===== src/rtl/core/bvs_pkg.sv =====
// Package for the bit vector set engine: field widths, operation codes,
// sequencer states and parameter defaults. No dependencies.
package bvs_pkg;

   localparam int LEN_W  = 9;
   localparam int FUNC_W = 4;
   localparam int VSEL_W = 3;
   localparam int BIDX_W = 8;

   localparam logic [LEN_W-1:0] LEN_RESET = 9'd256;

   localparam int DEF_NUM_VECTORS = 8;
   localparam int DEF_MAX_BITS    = 256;
   localparam int DEF_WORD_BITS   = 32;

   typedef enum logic [FUNC_W-1:0] {
      FN_SET       = 4'd0,
      FN_CLEAR     = 4'd1,
      FN_TEST      = 4'd2,
      FN_FIND      = 4'd3,
      FN_AND       = 4'd4,
      FN_OR        = 4'd5,
      FN_XOR       = 4'd6,
      FN_ANDNOT    = 4'd7,
      FN_COPY      = 4'd8,
      FN_CLEAR_ALL = 4'd9,
      FN_SET_ALL   = 4'd10,
      FN_EQUAL     = 4'd11,
      FN_DISJOINT  = 4'd12
   } func_type;

   typedef enum logic [2:0] {
      ST_CLEAR,
      ST_IDLE,
      ST_SCAN,
      ST_FLUSH,
      ST_FINISH
   } state_type;

endpackage


===== src/rtl/core/bit_vector_set_engine.sv =====
// Bit vector set engine top level: word-serial sequencer over the vector RAM.
// Depends on bvs_pkg and bvs_ram.
//
// Usage:
//   req_* carries one operation per beat (valid/ready). rsp_* returns one
//   result beat per request, in order. csr_* writes vector_length; write it
//   only while no request is outstanding.
//   Every operation walks the vector one stored word per cycle: WPV words,
//   WPV = ceil(MAX_BITS / WORD_BITS), read from the RAM on two read ports;
//   operations that change a vector write each word back in the cycle after
//   its read, on the single write port. Each request runs the scan, flush
//   and finish states in order; its result beat enters the output register
//   from finish in the same cycle the next one is taken; no two overlap.
//   Reset: a clearing pass zeroes all NUM_VECTORS * WPV RAM words (64 at the
//   defaults), one word per cycle; req_ready stays low until it ends.
//   vector_length returns to 256.
//   Receiver stall: the output register holds its beat; a finished operation
//   waits in place and req_ready stays low until the register frees.
module bit_vector_set_engine
   import bvs_pkg::*;
#(
   parameter int NUM_VECTORS = DEF_NUM_VECTORS,
   parameter int MAX_BITS    = DEF_MAX_BITS,
   parameter int WORD_BITS   = DEF_WORD_BITS
) (
   input  logic              clock,
   input  logic              reset,
   input  logic              req_valid,
   output logic              req_ready,
   input  logic [FUNC_W-1:0] req_func,
   input  logic [VSEL_W-1:0] req_target_vector,
   input  logic [VSEL_W-1:0] req_first_source,
   input  logic [VSEL_W-1:0] req_second_source,
   input  logic [BIDX_W-1:0] req_bit_index,
   output logic              rsp_valid,
   input  logic              rsp_ready,
   output logic              rsp_flag,
   output logic [LEN_W-1:0]  rsp_found_index,
   output logic              rsp_range_error,
   input  logic              csr_valid,
   output logic              csr_ready,
   input  logic [LEN_W-1:0]  csr_vector_length
);

   localparam int WPV     = (MAX_BITS + WORD_BITS - 1) / WORD_BITS;
   localparam int DEPTH   = NUM_VECTORS * WPV;
   localparam int ADDR_W  = $clog2(DEPTH);
   localparam int WIDX_W  = (WPV > 1) ? $clog2(WPV) : 1;
   localparam int POS_W   = $clog2(WPV * WORD_BITS + 1);
   localparam int LO_W    = (POS_W > LEN_W) ? POS_W : LEN_W;
   localparam int WPOS_W  = $clog2(WORD_BITS);
   localparam logic [WIDX_W-1:0] W_LAST   = WIDX_W'(WPV - 1);
   localparam logic [ADDR_W-1:0] ADDR_END = ADDR_W'(DEPTH - 1);

   function automatic logic [ADDR_W-1:0] vec_base(input logic [VSEL_W-1:0] sel);
      logic [VSEL_W-1:0] v;
      v = sel;
      for (int i = 0; i < (1 << VSEL_W); i++) begin
         if (int'(v) >= NUM_VECTORS) begin
            v = v - VSEL_W'(NUM_VECTORS);
         end
      end
      return ADDR_W'(v) * ADDR_W'(WPV);
   endfunction

   state_type state_ff, state_in;

   logic [LEN_W-1:0]     len_ff;
   logic [ADDR_W-1:0]    clr_ff;
   func_type             func_ff;
   logic [ADDR_W-1:0]    tbase_ff, abase_ff, bbase_ff;
   logic [BIDX_W-1:0]    bidx_ff;
   logic                 err_ff;
   logic [WIDX_W-1:0]    w_ff, wd_ff;
   logic [LO_W-1:0]      lo_ff, lo_d_ff;
   logic                 proc_ff;
   logic                 flag_ff;
   logic                 found_hit_ff;
   logic [LEN_W-1:0]     found_ff;
   logic                 rsp_valid_ff;
   logic                 rsp_flag_ff;
   logic [LEN_W-1:0]     rsp_found_ff;
   logic                 rsp_err_ff;

   logic                 accept, out_free, rsp_load, scan;
   func_type             req_fn;
   logic                 req_whole;
   logic [LO_W-1:0]      n_eff;
   logic [WORD_BITS-1:0] rd_a, rd_b;
   logic [WORD_BITS-1:0] vmask, geb, hit, cand, whole_r;
   logic [WPOS_W-1:0]    pe;
   logic                 wr_en;
   logic [ADDR_W-1:0]    wr_addr;
   logic [WORD_BITS-1:0] wr_data;

   // effective length, clamped to [1, MAX_BITS]
   always_comb begin
      if (len_ff == '0) begin
         n_eff = LO_W'(1);
      end else if (LO_W'(len_ff) > LO_W'(MAX_BITS)) begin
         n_eff = LO_W'(MAX_BITS);
      end else begin
         n_eff = LO_W'(len_ff);
      end
   end

   assign out_free  = !rsp_valid_ff || rsp_ready;
   assign accept    = req_valid && req_ready;
   assign req_fn    = func_type'(req_func);
   assign req_whole = (req_func >= FN_AND) && (req_func <= FN_SET_ALL);

   always_comb begin
      state_in = state_ff;
      unique case (state_ff)
         ST_CLEAR:  if (clr_ff == ADDR_END) state_in = ST_IDLE;
         ST_IDLE:   if (req_valid) state_in = ST_SCAN;
         ST_SCAN:   if (w_ff == W_LAST) state_in = ST_FLUSH;
         ST_FLUSH:  state_in = ST_FINISH;
         ST_FINISH: begin
            if (out_free) state_in = req_valid ? ST_SCAN : ST_IDLE;
         end
         default:   state_in = ST_IDLE;
      endcase
   end

   always_comb begin
      req_ready = 1'b0;
      rsp_load  = 1'b0;
      scan      = 1'b0;
      unique case (state_ff)
         ST_IDLE:   req_ready = 1'b1;
         ST_SCAN:   scan = 1'b1;
         ST_FINISH: begin
            req_ready = out_free;
            rsp_load  = out_free;
         end
         default:   ;
      endcase
   end

   always_ff @(posedge clock) begin
      if (reset) begin
         state_ff     <= ST_CLEAR;
         clr_ff       <= '0;
         len_ff       <= LEN_RESET;
         proc_ff      <= 1'b0;
         rsp_valid_ff <= 1'b0;
      end else begin
         state_ff <= state_in;
         proc_ff  <= scan;
         if (state_ff == ST_CLEAR) clr_ff <= clr_ff + ADDR_W'(1);
         if (csr_valid) len_ff <= csr_vector_length;
         if (rsp_load) begin
            rsp_valid_ff <= 1'b1;
         end else if (rsp_ready) begin
            rsp_valid_ff <= 1'b0;
         end
      end
   end

   // request capture and word walk
   always_ff @(posedge clock) begin
      if (accept) begin
         func_ff  <= req_fn;
         bidx_ff  <= req_bit_index;
         err_ff   <= (req_func <= FN_TEST) && (LO_W'(req_bit_index) >= n_eff);
         tbase_ff <= vec_base(req_target_vector);
         abase_ff <= req_whole ? vec_base(req_first_source) : vec_base(req_target_vector);
         bbase_ff <= req_whole ? vec_base(req_second_source) : vec_base(req_first_source);
         w_ff     <= '0;
         lo_ff    <= '0;
      end else if (scan) begin
         w_ff  <= w_ff + WIDX_W'(1);
         lo_ff <= lo_ff + LO_W'(WORD_BITS);
      end
      wd_ff   <= w_ff;
      lo_d_ff <= lo_ff;
   end

   bvs_ram #(
      .WIDTH (WORD_BITS),
      .DEPTH (DEPTH)
   ) u_ram (
      .clock     (clock),
      .wr_en     (wr_en),
      .wr_addr   (wr_addr),
      .wr_data   (wr_data),
      .rd_addr_a (abase_ff + ADDR_W'(w_ff)),
      .rd_addr_b (bbase_ff + ADDR_W'(w_ff)),
      .rd_data_a (rd_a),
      .rd_data_b (rd_b)
   );

   // per-word masks on the word returned by the RAM
   always_comb begin
      for (int j = 0; j < WORD_BITS; j++) begin
         vmask[j] = (lo_d_ff + LO_W'(j)) <  n_eff;
         geb[j]   = (lo_d_ff + LO_W'(j)) >= LO_W'(bidx_ff);
         hit[j]   = (lo_d_ff + LO_W'(j)) == LO_W'(bidx_ff);
      end
      cand = rd_a & vmask & geb;
      pe   = '0;
      for (int j = WORD_BITS - 1; j >= 0; j--) begin
         if (cand[j]) pe = WPOS_W'(j);
      end
      case (func_ff)
         FN_AND:       whole_r = rd_a & rd_b;
         FN_OR:        whole_r = rd_a | rd_b;
         FN_XOR:       whole_r = rd_a ^ rd_b;
         FN_ANDNOT:    whole_r = rd_a & ~rd_b;
         FN_CLEAR_ALL: whole_r = '0;
         FN_SET_ALL:   whole_r = '1;
         default:      whole_r = rd_a;
      endcase
   end

   always_comb begin
      wr_en   = 1'b0;
      wr_addr = tbase_ff + ADDR_W'(wd_ff);
      wr_data = rd_a;
      if (state_ff == ST_CLEAR) begin
         wr_en   = 1'b1;
         wr_addr = clr_ff;
         wr_data = '0;
      end else if (proc_ff) begin
         case (func_ff) inside
            FN_SET: begin
               wr_en   = !err_ff && (|hit);
               wr_data = rd_a | hit;
            end
            FN_CLEAR: begin
               wr_en   = !err_ff && (|hit);
               wr_data = rd_a & ~hit;
            end
            FN_AND, FN_OR, FN_XOR, FN_ANDNOT, FN_COPY, FN_CLEAR_ALL, FN_SET_ALL: begin
               wr_en   = 1'b1;
               wr_data = whole_r & vmask;
            end
            default: ;
         endcase
      end
   end

   // accumulate test, search and compare results
   always_ff @(posedge clock) begin
      if (accept) begin
         flag_ff      <= (req_func == FN_EQUAL) || (req_func == FN_DISJOINT);
         found_hit_ff <= 1'b0;
      end else if (proc_ff) begin
         case (func_ff)
            FN_TEST: begin
               if (!err_ff && (|(rd_a & hit))) flag_ff <= 1'b1;
            end
            FN_FIND: begin
               if (!found_hit_ff && (|cand)) begin
                  found_hit_ff <= 1'b1;
                  found_ff     <= LEN_W'(lo_d_ff + LO_W'(pe));
               end
            end
            FN_EQUAL: begin
               if (|((rd_a ^ rd_b) & vmask)) flag_ff <= 1'b0;
            end
            FN_DISJOINT: begin
               if (|(rd_a & rd_b & vmask)) flag_ff <= 1'b0;
            end
            default: ;
         endcase
      end
   end

   always_ff @(posedge clock) begin
      if (rsp_load) begin
         rsp_flag_ff <= flag_ff;
         rsp_err_ff  <= err_ff;
         if (func_ff == FN_FIND) begin
            rsp_found_ff <= found_hit_ff ? found_ff : LEN_W'(n_eff);
         end else begin
            rsp_found_ff <= '0;
         end
      end
   end

   assign csr_ready       = 1'b1;
   assign rsp_valid       = rsp_valid_ff;
   assign rsp_flag        = rsp_flag_ff;
   assign rsp_found_index = rsp_found_ff;
   assign rsp_range_error = rsp_err_ff;

endmodule


===== src/rtl/core/bvs_ram.sv =====
// Generic RAM: one write port, two read ports with registered read data.
// No dependencies.
module bvs_ram #(
   parameter int WIDTH = 32,
   parameter int DEPTH = 64
) (
   input  logic                     clock,
   input  logic                     wr_en,
   input  logic [$clog2(DEPTH)-1:0] wr_addr,
   input  logic [WIDTH-1:0]         wr_data,
   input  logic [$clog2(DEPTH)-1:0] rd_addr_a,
   input  logic [$clog2(DEPTH)-1:0] rd_addr_b,
   output logic [WIDTH-1:0]         rd_data_a,
   output logic [WIDTH-1:0]         rd_data_b
);

   logic [WIDTH-1:0] mem_ff [DEPTH];
   logic [WIDTH-1:0] rd_data_a_ff;
   logic [WIDTH-1:0] rd_data_b_ff;

   always_ff @(posedge clock) begin
      if (wr_en) begin
         mem_ff[wr_addr] <= wr_data;
      end
      rd_data_a_ff <= mem_ff[rd_addr_a];
      rd_data_b_ff <= mem_ff[rd_addr_b];
   end

   assign rd_data_a = rd_data_a_ff;
   assign rd_data_b = rd_data_b_ff;

endmodule


===== config.mk =====
export PLATFORM = sky130hd
export DESIGN_NAME = bit_vector_set_engine
export DESIGN_NICKNAME = d
export VERILOG_FILES = /design/src/rtl/core/bvs_pkg.sv /design/src/rtl/core/bit_vector_set_engine.sv /design/src/rtl/core/bvs_ram.sv
export SDC_FILE = /design/constraint.sdc
export NUM_CORES = 2
export LEC_CHECK = 0
export BUFFER_PORTS_ARGS = -buffer_cell sky130_fd_sc_hd__buf_2
export CORE_ASPECT_RATIO = 0.6
export CORE_MARGIN = 2
export CORE_UTILIZATION = 35
export DETAILED_ROUTE_END_ITERATION = 12
export PLACE_DENSITY = 0.52
export SLEW_MARGIN = 20
export SYNTH_ARGS = -nofsm -noshare
export SYNTH_HDL_FRONTEND = slang
export SYNTH_SLANG_ARGS = --single-unit

===== constraint.sdc =====
create_clock -name clock -period 6.1 [get_ports clock]
set_input_delay 0.915 -clock clock [delete_from_list [all_inputs] [get_ports clock]]
set_output_delay 0.915 -clock clock [all_outputs]
set_load 0.02 [all_outputs]

Word-level counts from Yosys, hierarchy flattened. Memories as Yosys holds them, arrays and structs flattened. A register that Yosys moved wholly into a read port is not among the register bits. Cells that the tools add are included.

Flip-flop bits (word level): 94. RAM bits: 2048. Output and inout bits: 14. Memories: 1.

Memories: u_ram.mem_ff (depth 64, width 32, read ports 2, clocked after memory_dff 2, wr ports 1, RTL line bvs_ram.sv:17) `logic [WIDTH-1:0] mem_ff [DEPTH];`.

$add $sub $neg: 38. Magnitude comparators: 69. Eq/ne operators: 59. Multiplexer cells: 68. Bitwise gates (word level): 15. Reductions and logical operators: 27.

Operators with widths (number): AND 32 bit (9); equality test 9 x 8 -> 1 bit (32); greater-or-equal comparator 9 x 8 -> 1 bit (32); less-than comparator 9 bit (32); one-hot mux 32 bit (6 select lines) (1); 2-to-1 mux 32 bit (5); 2-to-1 mux 5 bit (32); OR reduction 32 bit (5); adder 9 x 5 -> 9 bit (second input constant) (16); adder 9 x 4 -> 9 bit (second input constant) (8); inverter 32 bit (2); OR 32 bit (2); adder 9 x 3 -> 9 bit (second input constant) (4); bitwise XOR 32 bit (1); equality test 4 bit (second input constant) (7); 2-to-1 mux 9 bit (3); adder 6 x 3 -> 6 bit (3); adder 9 x 2 -> 9 bit (second input constant) (2); 2-to-1 mux 6 bit (3); equality test 4 x 3 -> 1 bit (second input constant) (4); 2-to-1 mux 1 bit (16); one-hot mux 3 bit (5 select lines) (1); 2-to-1 mux 3 bit (4); adder 9 x 1 -> 9 bit (second input constant) (1); other kinds (33) (51).

Depth between registers and ports, before layout.
Word-level depth: 39. Gate-level depth with buffers: 15. Mapped depth without buffers: 12.

Hierarchy. Synthesis repeated with hierarchy kept, for this count alone.

Cells, all modules: 5742. Area, all modules: 105718.9 um^2.

Modules (own cells, without submodules): bvs_ram (instances 1, cells each 4409, area each 95715.5 um^2, seq. area each 62780.2 um^2); bit_vector_set_engine (instances 1, cells each 1333, area each 10003.3 um^2, seq. area each 1991.9 um^2).

Least setup slack after synthesis. OpenSTA, ideal clock, no wires.

Kind: flip-flop to flip-flop. Start point: register len_ff[8]. End point: memory u_ram.mem_ff[0][3] (data pin). Data arrival time: 5.176 ns. Data required time: 5.379 ns. Slack: 0.203 ns. Cell stages (with the launch flop): 15. Path buffers: 4. Cells stage by stage: dfxtp_1 clkbuf_1 inv_1 ha_1 and4_1 and3b_1 buf_6 buf_4 buf_2 nand2_1 a31oi_1 o221ai_1 o21ai_0 a21oi_1 a211oi_1.

Longest elaborated chain between the ends: 10. Elaborated cells on any way between the ends: 11. Those cells by class: 2 x order compare; 7 x mux; 1 x bitwise; 1 x reduce/logical.

RTL lines: start: declaration (RTL line bit_vector_set_engine.sv:68) `logic [LEN_W-1:0] len_ff;`; start signal: assignment (RTL line bit_vector_set_engine.sv:152) `if (csr_valid) len_ff <= csr_vector_length;`; greater-than comparator 9 bit (RTL line bit_vector_set_engine.sv:100) `end else if (LO_W'(len_ff) > LO_W'(MAX_BITS)) begin`; 2-to-1 mux 9 bit (RTL line bit_vector_set_engine.sv:100); 2-to-1 mux 9 bit * (RTL line bit_vector_set_engine.sv:98) `if (len_ff == '0) begin`; less-than comparator 9 bit * (RTL line bit_vector_set_engine.sv:197) `vmask[j] = (lo_d_ff + LO_W'(j)) < n_eff;`; AND 32 bit * (RTL line bit_vector_set_engine.sv:237) `wr_data = whole_r & vmask;`; 2-to-1 mux 32 bit * (3 in series) (RTL line bit_vector_set_engine.sv:226) `case (func_ff) inside`; 2-to-1 mux 32 bit * (RTL line bit_vector_set_engine.sv:225) `end else if (proc_ff) begin`; 2-to-1 mux 32 bit * (RTL line bit_vector_set_engine.sv:221) `if (state_ff == ST_CLEAR) begin`; via u_ram.wr_data[3] (RTL line bvs_ram.sv:10) `input logic [WIDTH-1:0] wr_data,`; end: declaration (RTL line bvs_ram.sv:17).

Mark *: on every way through the listed nets, which the timed path passes. The rest lies on a longest branch.

Worst setup path after layout.
Start point: register len_ff[8]. End point: memory u_ram.mem_ff[33][12] (data pin).

Same word-level chain as after synthesis.

==> qor.yml <==
r2r_cells: 13
finalNetCount: 5382
cts_tree: "built"
drive_gt1_frac: 0.272
grtUsageTotal: 0.232
cts.sinks: 2190
synth_edf_count: 2091
hp-class: "in2reg"
min_to: "bidx_ff[0]"
mostFrequentLayoutCell: "edfxtp_1"
cp_slowest_stage_delay_ns: 0.86
required_ns: 6.66
finalClockSkew_ns: 0.0636
postCtsResizedCells: 0
irDropWorstVdd_mv: 0.391
cts_buffers: 202
clk_latency_ns: 0.88
worst_pin_slew_ns: 1.21
ys.flop_type: "edfxtp_1"
die_h_microns: 400
clk_pin_slew_ns: 0.07
die-width_microns: 665
crit_buf_inv: 3
worst-setup-path-type: "reg2reg"
synthCells: 5021
hold_viol: 0
synth_cell_types: 89
cp_cell_sequence: "inv_1 -> nand2_1 -> ha_1 -> and4_1 -> nand3_1 -> nand2_1 -> nor2_1 -> a21oi_1 -> nor4_1 -> a21oi_1 -> nor2_4 -> buf_4 -> buf_4"
wirelength_microns: 314000
finalCritPeriodShare: 0.765
ff2ff_setup_slack_ns: 1.44
fmax_ghz: 0.214
grt_remaining_overflow: 0
outcome: "completed"
vias: 51800
ys_seq_area_frac: 0.707
cp_slowest_cell: "and4_1"
drc: 0
ant_nets: 0
min_period_ns: 4.66
antenna_found_initial: 39
leakage_nw: 32.6
ioPinCount: 49
ys_warn_count: 0
min_path_cells: 1
worstPathMaxFanout: 33
core_sq_mm: 0.260
cp_top_family: "simple AND/OR/NAND/NOR gates"
vias_per_cell: 5.84
cp.depth: 13
grt_pass1_vias: 48400
finalWeightedCongestion: 1.00
hold_buffers: 0
cts_setup_buffers: 0
start_kind: "register"
ys_async_sr_fraction: 0
synth.area.top_cells: "edfxtp_1 (69%), mux4_2 (14%), dfxtp_1 (2.2%)"
slew_violations: 0
start_util: 0.352
rsz0062_at_grt: "no"
synth.net_count: 5173
cts_root_buf: "clkbuf_16"
setup_viol: 0
fin_tns_setup_ns: 0
min_from: "req_bit_index[0]"
grt_max_degree: 100
grt_pass1_wl_microns: 426000
fin_area_sq_mm: 0.105
numPortBuffers: 47
dpl_cell_area_sq_mm: 0.0983
htree_levels: 4
synth_simple_gate_area_frac: 0.0371
syn_area_sq_mm: 0.0916
drt_iter0_drc: 8132
ys_seq_elements: 2190
dieArea_sq_mm: 0.266
r2r_start: "len_ff[8]"
row_count: 145
power.density_mw_per_mm2: 426
max_cap_violations: 0
synth_compound_area_frac: 0.0461
synth_area_leader_cell: "edfxtp_1"
synthAdderAreaFrac: 0.0160
synthToLayoutAreaGrowth_pct: 14.6
wl_per_cell_microns: 35.5
final_cell_mix: "edfxtp_1 (2091), mux4_2 (576), nand2_1 (242)"
crit_arrival_ns: 5.22
dp_hpwl_microns: 213000
synth_top_area_share: 0.685
synth_top_family_by_area: "multiplexers"
firstDrtPassIters: 5
clock_path_buffers: 4
worstReg2RegEnd: "u_ram.mem_ff[33][12]"
maxSlewHeadroom: 0.173
postSynthAreaPerCell_sq_um: 18.2
synth_mux_area_frac: 0.175
crit_path_end_kind: "register"
synth_xor_area_frac: 0.000860
## final cells by class
cell class                      count  area, sq um
Antenna cell                       14         35.0
Clock buffer                      243         5310
Clock inverter                    119         1360
Fill cell                       23100       155000
Inverter                           83          312
Multi-Input combinational cell   2442        26100
Sequential cell                  2190        64800
Tap cell                         3454         4320
Timing Repair Buffer              311         2740
## worst reg2reg max path, stage by stage, from the launching register on
cell     delay, ns
dfxtp_1       0.32
inv_1         0.17
nand2_1       0.16
ha_1          0.41
and4_1        0.86
nand3_1       0.39
nand2_1       0.34
nor2_1        0.14
a21oi_1       0.37
nor4_1        0.10
a21oi_1       0.42
nor2_4        0.04
buf_4         0.27
buf_4         0.34
## per-stage QoR
| step | hold slack, ns | setup WS [ns] | total power [W] | utilization | std cells |
|---|---|---|---|---|---|
| after CTS | 0.201 | 1.66 | 0.0447 | 0.403 | 8842 |
| after detailed placement | 0.445 | 1.68 | 0.0316 | 0.377 | 8480 |
| after global routing | 0.232 | 1.36 | 0.0461 | 0.403 | 8842 |
| after floorplan | 0.349 | 0.203 | 0.0252 | - | 5021 |
| final | 0.250 | 1.44 | 0.0447 | 0.403 | 8856 |
| after global placement | 0.445 | 1.64 | 0.0316 | 0.377 | 8477 |
## synth_stat cells (all sizes together) (81+ instances only)
library cell     n
a21oi          220
buf            138
clkbuf         168
dfxtp           99
edfxtp        2091
ha             117
inv             81
mux2           137
mux2i          153
mux4           576
nand2          243
nor2           315
o21ai          217
## layer usage
metal	up-vias	global-route usage	routed length [microns]
met5	-	0	129
met4	20	0.0383	5380
met3	329	0.0882	41300
met2	2631	0.293	120000
met1	27900	0.374	147000
li1	20800	-	-
## registers in the layout, indices dropped and copies added, names as in the netlist, 3 cells and up
register / cells
abase_ff: 3
bbase_ff: 3
bidx_ff: 8
clr_ff: 6
found_ff: 9
func_ff: 4
len_ff: 9
lo_d_ff: 4
lo_ff: 4
rsp_found_index: 9
state_ff: 3
tbase_ff: 3
u_ram.mem_ff: 2048
u_ram.rd_data_a: 32
u_ram.rd_data_b: 32
w_ff: 3
wd_ff: 3
## power by group
part | internal [W] | switching, W
Clock | 0.00750 | 0.00571
Combinational | 0.00534 | 0.00882
Sequential | 0.0166 | 0.000772
## worst max-delay path by stage
stage	slack (ns)	end	start
final	1.44	u_ram.mem_ff[33][12]	len_ff[8]
after global routing	1.36	u_ram.mem_ff[49][10]	len_ff[8]
after CTS	1.66	u_ram.mem_ff[40][6]	func_ff[1]
after detailed placement	1.68	u_ram.mem_ff[40][26]	func_ff[1]
after global placement	1.64	u_ram.mem_ff[40][30]	func_ff[1]
after floorplan	0.20	u_ram.mem_ff[0][3]	len_ff[8]
## cells by family after synthesis
group | after synthesis
XOR/XNOR | 9
multiplexers | 866
adder cells (fa/ha/maj) | 117
AO/OA/AOI/OAI | 689
AND/OR/NAND/NOR | 760
buffers and inverters | 389
flip-flops | 2190
other | 1
Note: power is estimated with default switching activity, not from simulation.
